===== src/rtl/frame_history_ring_tracker_macros.svh =====
// Assertion helpers used by the frame history ring tracker RTL.
`ifndef FRAME_HISTORY_RING_TRACKER_MACROS_SVH
`define FRAME_HISTORY_RING_TRACKER_MACROS_SVH

// Same-cycle implication, checked out of reset.
`define FHRT_ASSERT_IMP(label, ante, cons, msg) \
  label: assert property (@(posedge clk) disable iff (!rst_n) (ante) |-> (cons)) \
    else $error(msg);

// Next-cycle implication, checked out of reset.
`define FHRT_ASSERT_NXT(label, ante, cons, msg) \
  label: assert property (@(posedge clk) disable iff (!rst_n) (ante) |=> (cons)) \
    else $error(msg);

`endif


===== src/rtl/fhrt_pkg.sv =====
package fhrt_pkg;

  localparam int CFG_W   = 5;
  localparam int IDX_W   = 64;
  localparam int CNT_W   = 5;
  localparam int LAYER_W = 4;
  localparam int CFGA_W  = 2;

  typedef enum logic [1:0] {
    OP_BEGIN   = 2'd0,
    OP_CAPTURE = 2'd1,
    OP_DROP    = 2'd2,
    OP_NONE    = 2'd3
  } op_t;

  localparam logic [CFGA_W-1:0] CFG_COLOUR_DEPTH     = 2'd0;
  localparam logic [CFGA_W-1:0] CFG_HISTORY_CAPACITY = 2'd1;
  localparam logic [CFGA_W-1:0] CFG_FRAMES_NEEDED    = 2'd2;

  // Ring bookkeeping; the pointers hold any clipped depth below 32
  typedef struct packed {
    logic             have_last;
    logic [IDX_W-1:0] last_index;
    logic [CNT_W-1:0] valid_count;
    logic [CNT_W-1:0] valid_at_start;
    logic [CNT_W-1:0] write_ptr;
    logic [CNT_W-1:0] write_at_start;
  } state_t;

  typedef struct packed {
    logic [CNT_W-1:0]   frames_valid;
    logic [LAYER_W-1:0] write_layer;
    logic               stalled;
    logic               repeat_frame;
    logic               history_dropped;
    logic               captured;
  } res_t;

  // Clipped configuration seen by the event logic
  typedef struct packed {
    logic [CFG_W-1:0] colour_depth;
    logic [CFG_W-1:0] history_capacity;
    logic [CFG_W-1:0] frames_needed;
  } cfg_t;

endpackage


===== src/rtl/fhrt_in_if.sv =====
interface fhrt_in_if;
  logic                        valid;
  logic                        ready;
  logic [1:0]                  opcode;
  logic [fhrt_pkg::IDX_W-1:0]  frame_index;

  modport source (output valid, output opcode, output frame_index, input ready);
  modport sink   (input valid, input opcode, input frame_index, output ready);
endinterface


===== src/rtl/fhrt_out_if.sv =====
interface fhrt_out_if;
  logic                          valid;
  logic                          ready;
  logic [fhrt_pkg::CNT_W-1:0]    frames_valid;
  logic [fhrt_pkg::LAYER_W-1:0]  write_layer;
  logic                          stalled;
  logic                          repeat_frame;
  logic                          history_dropped;
  logic                          captured;

  modport source (output valid, output frames_valid, output write_layer, output stalled,
                  output repeat_frame, output history_dropped, output captured,
                  input ready);
  modport sink   (input valid, input frames_valid, input write_layer, input stalled,
                  input repeat_frame, input history_dropped, input captured,
                  output ready);
endinterface


===== src/rtl/fhrt_step.sv =====
module fhrt_step (
  input  fhrt_pkg::op_t                 op,
  input  logic [fhrt_pkg::IDX_W-1:0]    frame_index,
  input  fhrt_pkg::cfg_t                cfg,
  input  fhrt_pkg::state_t              cur,
  output fhrt_pkg::state_t              nxt,
  output fhrt_pkg::res_t                res
);

  logic                         is_repeat;
  logic                         is_gap;
  logic [fhrt_pkg::CNT_W-1:0]   cap_layer;
  logic [fhrt_pkg::CNT_W-1:0]   cap_next;
  logic                         rep;
  logic                         dropped;
  logic                         cap_done;

  // Compare against the last started index and its successor
  assign is_repeat = cur.have_last && (frame_index == cur.last_index);
  assign is_gap    = cur.have_last && (frame_index != (cur.last_index + 64'd1));

  // Capture layer: restart from zero when the pointer sits at or beyond the depth
  assign cap_layer = (cur.write_ptr < cfg.colour_depth) ? cur.write_ptr : '0;
  assign cap_next  = ((cap_layer + 5'd1) >= cfg.colour_depth) ? '0 : cap_layer + 5'd1;

  // Apply the event to the ring state
  always_comb begin
    nxt      = cur;
    rep      = 1'b0;
    dropped  = 1'b0;
    cap_done = 1'b0;
    case (op)
      fhrt_pkg::OP_BEGIN: begin
        if (is_repeat) begin
          rep             = 1'b1;
          nxt.valid_count = cur.valid_at_start;
          nxt.write_ptr   = cur.write_at_start;
        end else begin
          if (is_gap) begin
            nxt.valid_count = '0;
            dropped         = 1'b1;
          end
          nxt.valid_at_start = is_gap ? '0 : cur.valid_count;
          nxt.write_at_start = cur.write_ptr;
        end
        nxt.last_index = frame_index;
        nxt.have_last  = 1'b1;
      end
      fhrt_pkg::OP_CAPTURE: begin
        if (cfg.colour_depth != '0) begin
          nxt.write_ptr = cap_next;
          if (cur.valid_count < cfg.colour_depth) begin
            nxt.valid_count = cur.valid_count + 5'd1;
          end
          cap_done = 1'b1;
        end
      end
      fhrt_pkg::OP_DROP: begin
        nxt.valid_count    = '0;
        nxt.valid_at_start = '0;
        nxt.have_last      = 1'b0;
        dropped            = 1'b1;
      end
      default: begin
      end
    endcase
  end

  // Build the status reported with the event
  always_comb begin
    res.frames_valid    = (nxt.valid_count < cfg.history_capacity) ?
                          nxt.valid_count : cfg.history_capacity;
    res.write_layer     = nxt.write_ptr[fhrt_pkg::LAYER_W-1:0];
    res.stalled         = cfg.frames_needed > cfg.history_capacity;
    res.repeat_frame    = rep;
    res.history_dropped = dropped;
    res.captured        = cap_done;
  end

endmodule


===== src/rtl/frame_history_ring_tracker.sv =====
// Channel  | Direction | Handshake   | Payload
// in_chan  | sink      | valid/ready | opcode, frame_index
// out_chan | source    | valid/ready | frames_valid, write_layer, stalled, event flags
// cfg      | write     | cfg_we      | cfg_index, cfg_data
//
// One event per cycle sustained while results are taken.
// Stage one registers the event, stage two applies it to the ring state and the result
// register. Synchronous active-low reset clears the ring state, the configuration and
// both valid flags. A stalled result holds both stages; the input is still taken while
// the event register is empty.
`include "frame_history_ring_tracker_macros.svh"

module frame_history_ring_tracker #(
  parameter int MAX_FRAMES = 16
) (
  input  logic                             clk,
  input  logic                             rst_n,
  fhrt_in_if.sink                          in_chan,
  fhrt_out_if.source                       out_chan,
  input  logic                             cfg_we,
  input  logic [fhrt_pkg::CFGA_W-1:0]      cfg_index,
  input  logic [fhrt_pkg::CFG_W-1:0]       cfg_data
);

  localparam int CFG_MAX  = (1 << fhrt_pkg::CFG_W) - 1;
  localparam int CLIP_MAX = (MAX_FRAMES > CFG_MAX) ? CFG_MAX : MAX_FRAMES;

  fhrt_pkg::cfg_t                 cfg_r;
  logic [fhrt_pkg::CFG_W-1:0]     cfg_clipped;

  logic                           s1_valid_r;
  fhrt_pkg::op_t                  s1_op_r;
  logic [fhrt_pkg::IDX_W-1:0]     s1_idx_r;

  fhrt_pkg::state_t               state_r;
  fhrt_pkg::state_t               state_nxt;
  fhrt_pkg::res_t                 res_r;
  fhrt_pkg::res_t                 res_nxt;
  logic                           out_valid_r;

  logic                           advance;
  logic                           in_xfer;

  // Clip the written value to the ring limit
  assign cfg_clipped = (cfg_data > fhrt_pkg::CFG_W'(CLIP_MAX)) ?
                       fhrt_pkg::CFG_W'(CLIP_MAX) : cfg_data;

  // Hold configuration registers
  always_ff @(posedge clk) begin
    if (!rst_n) begin
      cfg_r <= '0;
    end else if (cfg_we) begin
      case (cfg_index)
        fhrt_pkg::CFG_COLOUR_DEPTH:     cfg_r.colour_depth     <= cfg_clipped;
        fhrt_pkg::CFG_HISTORY_CAPACITY: cfg_r.history_capacity <= cfg_clipped;
        fhrt_pkg::CFG_FRAMES_NEEDED:    cfg_r.frames_needed    <= cfg_clipped;
        default: begin
        end
      endcase
    end
  end

  // Advance the pipe when the result register is free or being taken
  assign advance       = !out_valid_r || out_chan.ready;
  assign in_chan.ready = !s1_valid_r || advance;
  assign in_xfer       = in_chan.valid && in_chan.ready;

  // Event register
  always_ff @(posedge clk) begin
    if (!rst_n) begin
      s1_valid_r <= 1'b0;
    end else if (in_chan.ready) begin
      s1_valid_r <= in_chan.valid;
    end
  end

  always_ff @(posedge clk) begin
    if (in_xfer) begin
      s1_op_r  <= fhrt_pkg::op_t'(in_chan.opcode);
      s1_idx_r <= in_chan.frame_index;
    end
  end

  fhrt_step u_step (
    .op          (s1_op_r),
    .frame_index (s1_idx_r),
    .cfg         (cfg_r),
    .cur         (state_r),
    .nxt         (state_nxt),
    .res         (res_nxt)
  );

  // Commit the event to the ring state and load the result
  always_ff @(posedge clk) begin
    if (!rst_n) begin
      state_r     <= '0;
      out_valid_r <= 1'b0;
    end else if (advance) begin
      out_valid_r <= s1_valid_r;
      if (s1_valid_r) begin
        state_r <= state_nxt;
      end
    end
  end

  always_ff @(posedge clk) begin
    if (advance && s1_valid_r) begin
      res_r <= res_nxt;
    end
  end

  // Drive the result channel
  assign out_chan.valid           = out_valid_r;
  assign out_chan.frames_valid    = res_r.frames_valid;
  assign out_chan.write_layer     = res_r.write_layer;
  assign out_chan.stalled         = res_r.stalled;
  assign out_chan.repeat_frame    = res_r.repeat_frame;
  assign out_chan.history_dropped = res_r.history_dropped;
  assign out_chan.captured        = res_r.captured;

  `FHRT_ASSERT_IMP(a_count_in_range, 1'b1, state_r.valid_count <= fhrt_pkg::CNT_W'(CLIP_MAX), "valid count beyond ring limit")
  `FHRT_ASSERT_IMP(a_shown_capped, out_valid_r, res_r.frames_valid <= cfg_r.history_capacity, "reported count above capacity")
  `FHRT_ASSERT_IMP(a_flags_exclusive, out_valid_r, !(res_r.repeat_frame && res_r.history_dropped) && !(res_r.captured && (res_r.repeat_frame || res_r.history_dropped)), "conflicting event flags")
  `FHRT_ASSERT_NXT(a_event_reaches_out, s1_valid_r && advance, out_valid_r, "event lost between stages")
  `FHRT_ASSERT_NXT(a_state_holds, !(s1_valid_r && advance), $stable(state_r), "ring state moved without an event")

endmodule


===== src/flat_wrapper.sv =====
// flat-port wrapper written by rule: the top's interface ports become plain ports
module frame_history_ring_tracker_flat 
#(
  parameter int MAX_FRAMES = 16
)
  (clk, rst_n, cfg_we, cfg_index, cfg_data, in_chan_valid, in_chan_opcode, in_chan_frame_index, in_chan_ready, out_chan_valid, out_chan_frames_valid, out_chan_write_layer, out_chan_stalled, out_chan_repeat_frame, out_chan_history_dropped, out_chan_captured, out_chan_ready);
  fhrt_in_if in_chan_i ();
  fhrt_out_if out_chan_i ();
  input  logic clk;
  input  logic rst_n;
  input  logic cfg_we;
  input  logic [fhrt_pkg::CFGA_W-1:0] cfg_index;
  input  logic [fhrt_pkg::CFG_W-1:0] cfg_data;
  input wire logic [$bits(in_chan_i.valid)-1:0] in_chan_valid;
  input wire logic [$bits(in_chan_i.opcode)-1:0] in_chan_opcode;
  input wire logic [$bits(in_chan_i.frame_index)-1:0] in_chan_frame_index;
  output wire logic [$bits(in_chan_i.ready)-1:0] in_chan_ready;
  output wire logic [$bits(out_chan_i.valid)-1:0] out_chan_valid;
  output wire logic [$bits(out_chan_i.frames_valid)-1:0] out_chan_frames_valid;
  output wire logic [$bits(out_chan_i.write_layer)-1:0] out_chan_write_layer;
  output wire logic [$bits(out_chan_i.stalled)-1:0] out_chan_stalled;
  output wire logic [$bits(out_chan_i.repeat_frame)-1:0] out_chan_repeat_frame;
  output wire logic [$bits(out_chan_i.history_dropped)-1:0] out_chan_history_dropped;
  output wire logic [$bits(out_chan_i.captured)-1:0] out_chan_captured;
  input wire logic [$bits(out_chan_i.ready)-1:0] out_chan_ready;
  assign in_chan_i.valid = in_chan_valid;
  assign in_chan_i.opcode = in_chan_opcode;
  assign in_chan_i.frame_index = in_chan_frame_index;
  assign in_chan_ready = in_chan_i.ready;
  assign out_chan_valid = out_chan_i.valid;
  assign out_chan_frames_valid = out_chan_i.frames_valid;
  assign out_chan_write_layer = out_chan_i.write_layer;
  assign out_chan_stalled = out_chan_i.stalled;
  assign out_chan_repeat_frame = out_chan_i.repeat_frame;
  assign out_chan_history_dropped = out_chan_i.history_dropped;
  assign out_chan_captured = out_chan_i.captured;
  assign out_chan_i.ready = out_chan_ready;
  frame_history_ring_tracker #(.MAX_FRAMES(MAX_FRAMES)) u_core (.clk(clk), .rst_n(rst_n), .in_chan(in_chan_i), .out_chan(out_chan_i), .cfg_we(cfg_we), .cfg_index(cfg_index), .cfg_data(cfg_data));
endmodule

===== config.mk =====
export PLATFORM = sky130hd
export DESIGN_NAME = frame_history_ring_tracker_flat
export DESIGN_NICKNAME = d
export VERILOG_FILES = /design/src/rtl/fhrt_pkg.sv /design/src/rtl/fhrt_in_if.sv /design/src/rtl/fhrt_out_if.sv /design/src/rtl/fhrt_step.sv /design/src/rtl/frame_history_ring_tracker.sv /design/src/flat_wrapper.sv
export VERILOG_INCLUDE_DIRS = /design/src /design/src/rtl
export SDC_FILE = /design/constraint.sdc
export NUM_CORES = 1
export LEC_CHECK = 0
export ABC_CLOCK_PERIOD_IN_PS = 6150
export BUFFER_PORTS_ARGS = -buffer_cell sky130_fd_sc_hd__buf_2
export CAP_MARGIN = 5
export CORE_MARGIN = 8
export CORE_UTILIZATION = 50
export DETAILED_ROUTE_END_ITERATION = 16
export GPL_TIMING_DRIVEN = 0
export HOLD_SLACK_MARGIN = 0.15
export PLACE_DENSITY = 0.69
export SLEW_MARGIN = 20
export SYNTH_ARGS = -nofsm -noshare
export SYNTH_HDL_FRONTEND = slang
export SYNTH_SLANG_ARGS = --single-unit

===== constraint.sdc =====
create_clock -name clk -period 6.15 [get_ports clk]
set_input_delay 1.23 -clock clk [delete_from_list [all_inputs] [get_ports clk]]
set_output_delay 1.23 -clock clk [all_outputs]
set_load 0.02 [all_outputs]

Word level (Yosys, flattened, before mapping)
Index checks and enable logic that the tools add are counted.

Add/sub/neg operators: 3. Reduce and logical (&&, ||, !) cells: 20. Equal/unequal tests: 7. Mux-type cells: 19. $lt $le $gt $ge: 6.

Operator list (number): 64-bit by 1-bit adder with 64-bit output (second input constant) (1); 64-bit equality test (1); 64-bit inequality test (1); 5-bit 2-to-1 mux (10); 5-bit case mux with 2 select lines (2); 5-bit < comparator (3); 5-bit case mux with 3 select lines (1); 5-bit by 1-bit adder with 5-bit output (second input constant) (2); 2-bit AND reduction (4); 3-bit AND reduction (2); 5-bit greater-or-equal comparator (1); 5-bit > comparator (1); 5-bit > comparator (second input constant) (1); 5-bit nonzero test (1); 2-bit by 1-bit equality test with 1-bit output (second input constant) (2); 2-bit equality test (second input constant) (2); 1-bit logical AND (4); 2-bit logical NOT (2); 1-bit 2-to-1 mux (4); 1-bit case mux with 2 select lines (2); 4-bit AND reduction (1); 2-bit nonzero test (2); 1-bit logical NOT (2); 1-bit logical OR (2); 2-bit inequality test (second input constant) (1).

Input bits: 78. Logic and storage cells: 75. Output and inout port bits: 15. Register bits: 181.

Logic depth before layout (Yosys ltp)
Gate-level depths: netlist of the first run.

Depth after elaboration: 8. Mapped depth: 18. Gate-level depth less buffers: 18.

Modules after synthesis
From an unflattened synthesis of the first run, not the netlist that was laid out.

Cell total of the unflattened synthesis: 1220. Area total of the unflattened synthesis: 11283.3 µm².

Modules (own cells, without submodules): frame_history_ring_tracker (seq. area each 4414.2 µm², cells an instance 513, times used 1, area an instance 6361.1 µm²); fhrt_step (seq. area each 0.0 µm², cells an instance 707, times used 1, area an instance 4922.2 µm²).

Worst setup path before layout of the first run
OpenSTA, ideal clock, no wires.

Kind: reg2reg. Start: register u_core.state_r[64] (netlist bit). End: register u_core.res_r (netlist bit u_core.out_chan.frames_valid[0]) (data pin). Setup time: 0.260 ns. Setup slack: 1.656 ns. Buffers on the path: 1. Arrival: 4.234 ns. Data required time: 5.890 ns. Clock period less this slack: 4.494 ns. Stages on the path, launching flop included: 18. Path through: dfxtp_1 clkbuf_1 nand4_1 or4_1 nor4_1 mux2i_1 a31oi_1 nor4b_1 nand4_1 o31a_1 o21ai_0 ha_1 a21o_1 a21o_1 a21oi_1 o21ai_0 a31oi_1 mux2_2.

RTL lines: start: declaration (RTL line frame_history_ring_tracker.sv:35) `fhrt_pkg::state_t state_r;`; start signal: assignment (RTL line frame_history_ring_tracker.sv:101) `state_r <= state_nxt;`; end signal: assignment (RTL line frame_history_ring_tracker.sv:108) `res_r <= res_nxt;`; end: declaration (RTL line frame_history_ring_tracker.sv:37) `fhrt_pkg::res_t res_r;`.

==> out/results.ini, run 1 <==
[worst_setup_path]
start_kind = flop
slowest_delay_ps = 450
path_cells = buf_2 > nand3_1 > buf_2 > nor4_2 > nand4_2 > nor3_1 > a21boi_0 > nor4b_2 > nand4_1 > o31a_1 > o21ai_0 > ha_1 > a21o_1 > a21o_1 > a21oi_1 > o21ai_0 > a31oi_1 > mux2_2
critPathSlowestCell = nor3_1
worstReg2RegStart = u_core.state_r[22]
crit_fanout = 10
r2r_slack_ps = 710
crit_cells = 18
rr_endpoint = u_core.out_chan.frames_valid[2]
cpLargestDelayFamily = compound AO/OA/AOI/OAI gates
required_ps = 6340
path_class = reg2reg
cp_num_buf_inv = 2
arrival_ps = 5620
r2r_cells = 18
worstSetupEndpointType = flop

[detailed_routing]
initialDrtViolationCount = 619
vias = 8517
first_pass_iters = 5
drc = 0
routedWlPerCell_microns = 18.6
ant_nets = 0
routed_wl_mm = 27.6
vias_per_cell = 5.74

[pwr]
seqPwrFrac_pct = 50.3
p_sw_w = 0.000695
p_comb_share_pct = 9.7
ir_drop_uv = 184
cellInternalPower_w = 0.00197
power_switching_share_pct = 26.0
leakagePower_nw = 3.94
pwr-share-clk_pct = 40.0
power.density_nw_per_um2 = 235

[sta]
whs_ps = 472
slew_violations = 0
fmax_mhz = 184
setup-tns-final_ps = 0
clock_skew_ps = 18.1
worst_slew_pin_slew_ps = 1040
period_needed_ps = 5440
hold_violations = 0
slew_headroom_pct = 29.8
setup_viol = 0
min_period_over_period_pct = 88.4
rsz0062_at_grt = false

[final_layout]
drive_above_1_share_pct = 14.2
nets = 1308
syn2layout_area_growth_pct = 14.0
fin_area_sq_um = 11400
utilization_pct = 58.1
instances_no_fill = 1483
antennaDiodeCount = 0
fillers = 1778

[synthesis]
synthTopCellsByArea = edfxtp_1, dfxtp_1, nand2_1
synthArstFlopShare_pct = 0
yosys_warnings = 0
yosysTopAreaCell = edfxtp_1
netlist_instances = 1093
syn_area_per_cell_sq_um = 9.11
synth_edf_count = 79
synth.top_cell.area_share_pct = 23.8
synth_fp_nets = 1196
synth_most_common_cell = nand2_1
synth_seq_cells = 181
ys.flop_type = dfxtp_1
ys_seq_area_share_pct = 44.3
synth_common_cells = nand2_1, dfxtp_1, a21oi_1, edfxtp_1, nor2_1
yosysUniqueCellTypes = 75
syn_area_sq_um = 9950

[clock_tree]
clockBufferDepth = 2
h-tree-depth = 4
cts-resized-gates = 0
cts_tree = yes
post-cts-setup-buffers = 0
numCtsBuffers = 17
cts_sinks = 181
clk_latency_ps = 440
clockRootBuffer = clkbuf_16
clk_pin_slew_ps = 70
ctsHoldBuffers = 0

[placed_design]
portBuffers = 92
gp_congestion = 0.969
dp_hpwl_mm = 21.4
place_area_sq_um = 10800
place_inst = 1451

[floorplanning]
initial_core_util_pct = 51.0
fp.coreArea_sq_um = 19500
die_w_microns = 157
rows = 51
io_pins = 93
dieArea_sq_um = 24700
die_h_microns = 157

[hold_path]
hold-path-endpoint = u_core.state_r[83]
min-delay-start = u_core.state_r[83]
hold_class = reg2reg
worstHoldPathCells = 2

[flow_run]
max-cap-violations = 0

[global_routing]
grt_pass1_wl_mm = 44.0
grt_use_total_pct = 22.9
grt-ovfl-total = 0
antenna_found_initial = 0
grt_pass1_vias = 8189
grt_max_degree = 53

[run_status]
status = completed

==> layer usage <==
metal	routed length, microns	global-route usage, %
met4	584	6.98
met2	12400	35.3
met5	0	0
met3	1710	4.47
met1	12900	31.8
==> how the worst max path moves through the flow <==
stage,from,endpoint,slack [ps]
6_report,u_core.state_r[22],u_core.out_chan.frames_valid[2],710
5_1_grt,u_core.state_r[22],u_core.out_chan.frames_valid[0],430
4_1_cts,u_core.state_r[20],u_core.out_chan.frames_valid[2],790
3_5_place_dp,u_core.state_r[20],u_core.out_chan.frames_valid[2],810
3_3_place_gp,u_core.state_r[21],u_core.out_chan.frames_valid[2],750
2_1_floorplan,u_core.state_r[64],u_core.out_chan.frames_valid[0],1660
==> cell usage in the layout (no fill, tap or decap), drive strengths merged, types with 8 or more instances in the layout <==
| cell | instances |
|---|---|
| inv | 30 |
| nand4 | 38 |
| nor4 | 25 |
| nand3 | 32 |
| or4 | 12 |
| dfxtp | 102 |
| nand2 | 190 |
| buf | 113 |
| edfxtp | 79 |
| a211oi | 8 |
| xnor2 | 64 |
| nor3 | 29 |
| clkbuf | 52 |
| and4 | 11 |
| ha | 25 |
| nor2 | 69 |
| and3 | 10 |
| o31ai | 9 |
| xor2 | 37 |
| nor2b | 12 |
| o21ai | 26 |
| a21oi | 93 |
| mux2i | 24 |
| a21o | 12 |
| nand2b | 12 |
| and2 | 12 |
==> power by group through the flow <==
stage / clock network (W) / logic [W] / registers, W
6_report: 0.00107 / 0.000258 / 0.00134
5_1_grt: 0.00114 / 0.000281 / 0.00135
4_1_cts: 0.00109 / 0.000255 / 0.00134
3_5_place_dp: 0 / 0.000253 / 0.00137
3_3_place_gp: 0 / 0.000249 / 0.00137
2_1_floorplan: 0 / 0.000157 / 0.00136
==> logic make-up (layout without fill, tap and decap cells) <==
group / after synthesis / after routing / share of synthesized area, %
muxes: 31 / 31 / 3.21
DFF: 181 / 181 / 44.3
AOI/OAI and AO/OA: 194 / 194 / 12.3
adders and majority gates: 25 / 25 / 3.14
xor gates and xnor gates: 101 / 101 / 8.89
and+or+nand+nor: 482 / 482 / 24.9
buffers and inverters: 79 / 204 / 3.26
==> worst reg2reg max path, delay by kind of cell (launching register included) <==
family / cells / cell delay (ps)
AO/OA/AOI/OAI: 8 / 1920
multiplexers: 1 / 420
flip-flops: 1 / 310
adder cells (fa/ha/maj): 1 / 300
AND/OR/NAND/NOR: 6 / 1870
buffers and inverters: 2 / 380
==> state kept, by name, indices dropped and copies added, names as in the netlist <==
signal,flops
u_core.cfg_r,15
u_core.out_chan.captured,1
u_core.out_chan.frames_valid,5
u_core.out_chan.history_dropped,1
u_core.out_chan.repeat_frame,1
u_core.out_chan.stalled,1
u_core.out_chan.valid,1
u_core.out_chan.write_layer,4
u_core.s1_idx_r,64
u_core.s1_op_r,2
u_core.s1_valid_r,1
u_core.state_r,85
==> through the flow <==
stage	total power [W]	setup WS (ps)
floorplan	0.00152	1660
global placement	0.00162	749
detailed placement	0.00162	806
CTS	0.00269	789
global route	0.00276	433
finish	0.00267	715
==> final cells by class <==
class | instances | area (sq um) | area share, %
clock buffer | 18 | 429 | 3.78
buffer | 54 | 230 | 2.03
clock inverter | 14 | 146 | 1.29
tap | 265 | 332 | 2.92
inverter | 25 | 93.8 | 0.827
multi-input combinational | 833 | 5220 | 46.0
timing repair buffer | 93 | 488 | 4.30
sequential | 181 | 4410 | 38.9
No activity file was read; power rests on OpenSTA's default activity.
==> inputs of run 2 (changes only) <==
ABC_CLOCK_PERIOD_IN_PS = 4390   (was 6150)
PLACE_DENSITY = 0.72   (was 0.69)
clock period = 4.39 ns   (was 6.15 ns; I/O delays follow)
==> run 2 against run 1 <==
Net effect:
- the run now ends with negative setup slack left
- register-to-register slack worse by 920 ps
- via count rose by 4.2%
- die area unchanged
- first-iteration DRC count rose by 33%
- cell count grew 2.6%
- non-clock buffer count up 39
- clock skew down 4.5 ps
- combinational power rose by 46%
- clock power increased by 42%
- power is 41% higher
- design area increased by 7.4%
- global-route usage increased by 0.59 points
- critical endpoint is now u_core.out_chan.frames_valid[1]
- largest power group unchanged
==> out/results.ini, run 2 (synthesized netlist as in run 1, its figures left out) <==
[clock_tree]
ctsHoldBuffers = 0
clk_pin_slew_ps = 80
clockRootBuffer = clkbuf_16
cts_sinks = 181
cts_tree = yes
numCtsBuffers = 17
clockBufferDepth = 2
clk_latency_ps = 440
h-tree-depth = 4

[detailed_routing]
vias = 8878
ant_nets = 0
routed_wl_mm = 28.8
routedWlPerCell_microns = 19.0
drc = 0
first_pass_iters = 5
initialDrtViolationCount = 823
vias_per_cell = 5.83

[final_layout]
final_common_cell = nand2_1
top_regs = u_core.state_r: 85 flops, u_core.s1_idx_r: 64 flops, u_core.cfg_r: 15 flops
antennaDiodeCount = 0
largest_reg_flops = 85
top_register = u_core.state_r
layout_common_cells = nand2_1, buf_2, a21oi_1
drive_above_1_share_pct = 23.6
fillers = 1646
syn2layout_area_growth_pct = 22.5
fin_area_sq_um = 12200
nets = 1347
utilization_pct = 62.4

[worst_setup_path]
r2r_slack_ps = -200
cp_num_buf_inv = 4
required_ps = 4590
path_class = reg2reg
slowest_delay_ps = 430
crit_fanout = 8
worstSetupEndpointType = flop
start_kind = flop
path_cells = buf_4 > nand3_4 > nor4_4 > nand4_4 > buf_12 > buf_4 > nor3_2 > xor2_1 > nor4b_4 > nand4_1 > o31a_1 > o21ai_2 > ha_1 > a21o_1 > a21o_1 > a21oi_2 > o21ai_1 > a31oi_2 > buf_6 > mux2_2
cpLargestDelayFamily = simple AND/OR/NAND/NOR gates
arrival_ps = 4790
critPathSlowestCell = o31a_1

[pwr]
ir_drop_uv = 295
power.density_nw_per_um2 = 310
leakagePower_nw = 4.41

[sta]
worst_slew_pin_slew_ps = 959
slew_headroom_pct = 35.9
setup_viol = 5
setup-tns-final_ps = -899
clock_skew_ps = 13.6
whs_ps = 475
fmax_mhz = 218
period_needed_ps = 4590
hold_violations = 0
setup_ws_ps = -201
slew_violations = 0
rsz0062_at_grt = true
min_period_over_period_pct = 105

[placed_design]
gp_congestion = 0.958
place_area_sq_um = 10800
dp_hpwl_mm = 21.1
portBuffers = 92

[floorplanning]
initial_core_util_pct = 51.0
rows = 51
io_pins = 93
fp.coreArea_sq_um = 19500
die_h_microns = 157
die_w_microns = 157
dieArea_sq_um = 24700

[global_routing]
grt_pass1_vias = 8351
grt-ovfl-total = 0
grt_max_degree = 39
grt_use_total_pct = 23.5
antenna_found_initial = 0
grt_pass1_wl_mm = 45.1

[hold_path]
hold_class = reg2reg

[run_status]
violations = negative setup slack
status = finished, violations left

[flow_run]
max-cap-violations = 0

[run 2: cell types whose count changed in the layout (fill, tap and decap cells not counted), moves of 13 or more]
| cell | previous run | this run |
|---|---|---|
| buf_4 | 0 | 48 |
| dfxtp_1 | 102 | 71 |
| dfxtp_2 | 0 | 25 |
| buf_2 | 106 | 93 |
[run 2: path summary, 6_finish.rpt]
check                           from                         endpoint  cells past startpoint
setup / recovery  u_core.state_r[28]  u_core.out_chan.frames_valid[1]                     20
hold / removal    u_core.state_r[83]               u_core.state_r[83]                      2
setup reg to reg  u_core.state_r[28]  u_core.out_chan.frames_valid[1]                     20
hold reg to reg   u_core.state_r[83]               u_core.state_r[83]                      2
[run 2: power by group]
part / switching [W] / total (W) / internal [W]
Combinational: 0.000229 / 0.000376 / 0.000147
Sequential: 0.0000586 / 0.00188 / 0.00182
Clock: 0.000736 / 0.00152 / 0.000780
[run 2: per-stage QoR]
stage | worst slack [ps] | cells | power (W)
2_1_floorplan | 1.08 | 1093 | 0.00213
3_3_place_gp | -887 | 1450 | 0.00227
3_5_place_dp | -910 | 1451 | 0.00227
4_1_cts | -142 | 1508 | 0.00379
5_1_grt | -439 | 1522 | 0.00391
6_report | -201 | 1522 | 0.00377
[run 2: area by class of cell]
class | count | area, sq um | area share (%)
Buffer | 50 | 274 | 2.25
Multi-Input combinational cell | 833 | 5600 | 45.9
Clock inverter | 14 | 158 | 1.29
Inverter | 25 | 93.8 | 0.770
Tap cell | 265 | 332 | 2.72
Timing Repair Buffer | 136 | 827 | 6.79
Clock buffer | 18 | 439 | 3.60
Sequential cell | 181 | 4470 | 36.7
[run 2: worst min-delay path: cells and delay by family (launching register included)]
family | cells | cell delay, ps
AOI/OAI and AO/OA | 1 | 50
DFF | 1 | 320
and+or+nand+nor | 1 | 60
[run 2: metal layers]
metal / share of wire [%] / vias to the layer above / track usage (%)
met2: 47 / 351 / 37.0
li1: - / 4235 / -
met4: 2.3 / 0 / 7.84
met1: 44 / 4240 / 31.4
met5: 0 / - / 0
met3: 7.1 / 52 / 5.15
[run 2: repair_timing]
action / 4_1_cts / 5_1_grt
cloned: 0 / 0
gates resized for setup: 83 / 62
setup endpoints to repair: 5 / 5
pin swaps: 31 / 13
setup buffers: 28 / 15
==> inputs of run 3 (changes only) <==
CORE_UTILIZATION = 54   (was 50)
PLACE_DENSITY = 0.77   (was 0.72)
==> run 3 against run 2 <==
Net effect:
- the run still ends with negative setup slack left
- clock skew shrank 1.9 ps
- via count grew 2.0%
- die area shrank 6.7%
- utilization grew 4.6 points
- design area shrank 0.84%
- setup slack lost 61 ps
- sequential power is essentially flat
- global-route usage grew 2.7 points
- cell count shrank 2.4%
- sequential share of layout area grew 0.24 points
- wire length grew 2.0%
- critical endpoint unchanged
==> out/results.ini, run 3 (synthesized netlist as in run 1, its figures left out) <==
[run_status]
status = finished, violations left
violations = negative setup slack

[placed_design]
portBuffers = 92
gp_congestion = 0.998
dp_hpwl_mm = 21.5
place_inst = 1415
place_area_sq_um = 10700

[final_layout]
top_register = u_core.state_r
antennaDiodeCount = 0
syn2layout_area_growth_pct = 21.4
utilization_pct = 67.1
instances_no_fill = 1485
final_common_cell = nand2_1
nets = 1346
layout_common_cells = nand2_1, buf_2, a21oi_1
largest_reg_flops = 85
fin_area_sq_um = 12100
top_regs = u_core.state_r: 85 flops, u_core.s1_idx_r: 64 flops, u_core.cfg_r: 15 flops
drive_above_1_share_pct = 23.0

[floorplanning]
rows = 49
initial_core_util_pct = 55.2
dieArea_sq_um = 23000
fp.coreArea_sq_um = 18000
die_w_microns = 152
io_pins = 93
die_h_microns = 152

[global_routing]
grt_pass1_vias = 8828
grt_pass1_wl_mm = 46.8
grt_use_total_pct = 26.1
grt-ovfl-total = 0
antenna_found_initial = 0
grt_max_degree = 47

[sta]
worst_slew_pin_slew_ps = 987
min_period_over_period_pct = 106
period_needed_ps = 4650
slew_headroom_pct = 34.1
fmax_mhz = 215
setup_viol = 5
slew_violations = 0
rsz0062_at_grt = true
clock_skew_ps = 11.8
hold_violations = 0
setup_ws_ps = -262
whs_ps = 468

[detailed_routing]
routedWlPerCell_microns = 19.8
vias = 9057
routed_wl_mm = 29.4
vias_per_cell = 6.10
first_pass_iters = 5
initialDrtViolationCount = 885
drc = 0
ant_nets = 0

[clock_tree]
clockRootBuffer = clkbuf_16
clockBufferDepth = 2
ctsHoldBuffers = 0
clk_pin_slew_ps = 70
cts_sinks = 181
cts_tree = yes
h-tree-depth = 4
numCtsBuffers = 17
clk_latency_ps = 440

[worst_setup_path]
crit_fanout = 5
worstSetupEndpointType = flop
cpLargestDelayFamily = compound AO/OA/AOI/OAI gates
arrival_ps = 4850
cp_num_buf_inv = 2
required_ps = 4580
path_cells = ha_4 > nand4_1 > buf_4 > or3_4 > nor4_4 > a21boi_2 > nor4_2 > nand4_1 > o31a_1 > o21ai_2 > ha_1 > a21o_1 > a21o_1 > a21oi_2 > o21ai_1 > a31oi_2 > buf_6 > mux2_4
critPathSlowestCell = o31a_1
start_kind = flop
slowest_delay_ps = 450
path_class = reg2reg

[pwr]
total_power_w = 0.00372
power.density_nw_per_um2 = 308
ir_drop_uv = 293
leakagePower_nw = 4.39

[hold_path]
hold_class = reg2reg

[flow_run]
max-cap-violations = 0

==> run 3: layout make-up <==
cell class / instances / area (sq um)
clock inverter: 10 / 101
inverter: 25 / 97.6
multi-input combinational: 833 / 5600
fill: 1425 / 5940
tap: 229 / 287
timing repair buffer: 134 / 796
clock buffer: 22 / 454
buffer: 51 / 288
sequential: 181 / 4460
==> run 3: metal layers <==
metal / track usage [%] / wire, microns
met1: 33.7 / 12500
met2: 41.3 / 13700
met3: 5.17 / 2100
met4: 12.5 / 1210
met5: 0 / 0
==> run 3: where the power goes <==
group	total (W)	internal, W	switching, W
clock	0.00146	0.000801	0.000659
sequential	0.00188	0.00183	0.0000583
combinational	0.000379	0.000146	0.000233
==> run 3: worst reg2reg max path, delay by kind of cell, from the launching register on <==
| family | cells | cell delay [ps] |
|---|---|---|
| AND/OR/NAND/NOR | 5 | 1450 |
| buffers and inverters | 2 | 360 |
| flip-flops | 1 | 380 |
| multiplexers | 1 | 310 |
| AO/OA/AOI/OAI | 8 | 1510 |
| adder cells (fa/ha/maj) | 2 | 420 |
==> run 3: metrics by stage <==
stage | setup WS, ps | TNS [ps]
6_report | -262 | -1280
4_1_cts | -119 | -537
3_3_place_gp | -996 | -4940
3_5_place_dp | -961 | -7190
5_1_grt | -390 | -1940
2_1_floorplan | 1.08 | 0
==> run 3: timing repair <==
action / in CTS / in global routing
pin swaps: 35 / 18
resized for setup: 113 / 17
setup buffers: 33 / 8
cloned: 0 / 0
endpoints found under the setup margin: 5 / 23
hold endpoints to repair: 0 / 0
==> run 3: worst paths after layout <==
path	end	from	cells past startpoint	slack, ps
worst max register to register	u_core.out_chan.frames_valid[1]	u_core.state_r[21]	18	-260
worst min-delay path	u_core.state_r[83]	u_core.state_r[83]	2	470
worst max-delay path	u_core.out_chan.frames_valid[1]	u_core.state_r[21]	18	-260
worst min register to register	u_core.state_r[83]	u_core.state_r[83]	2	470
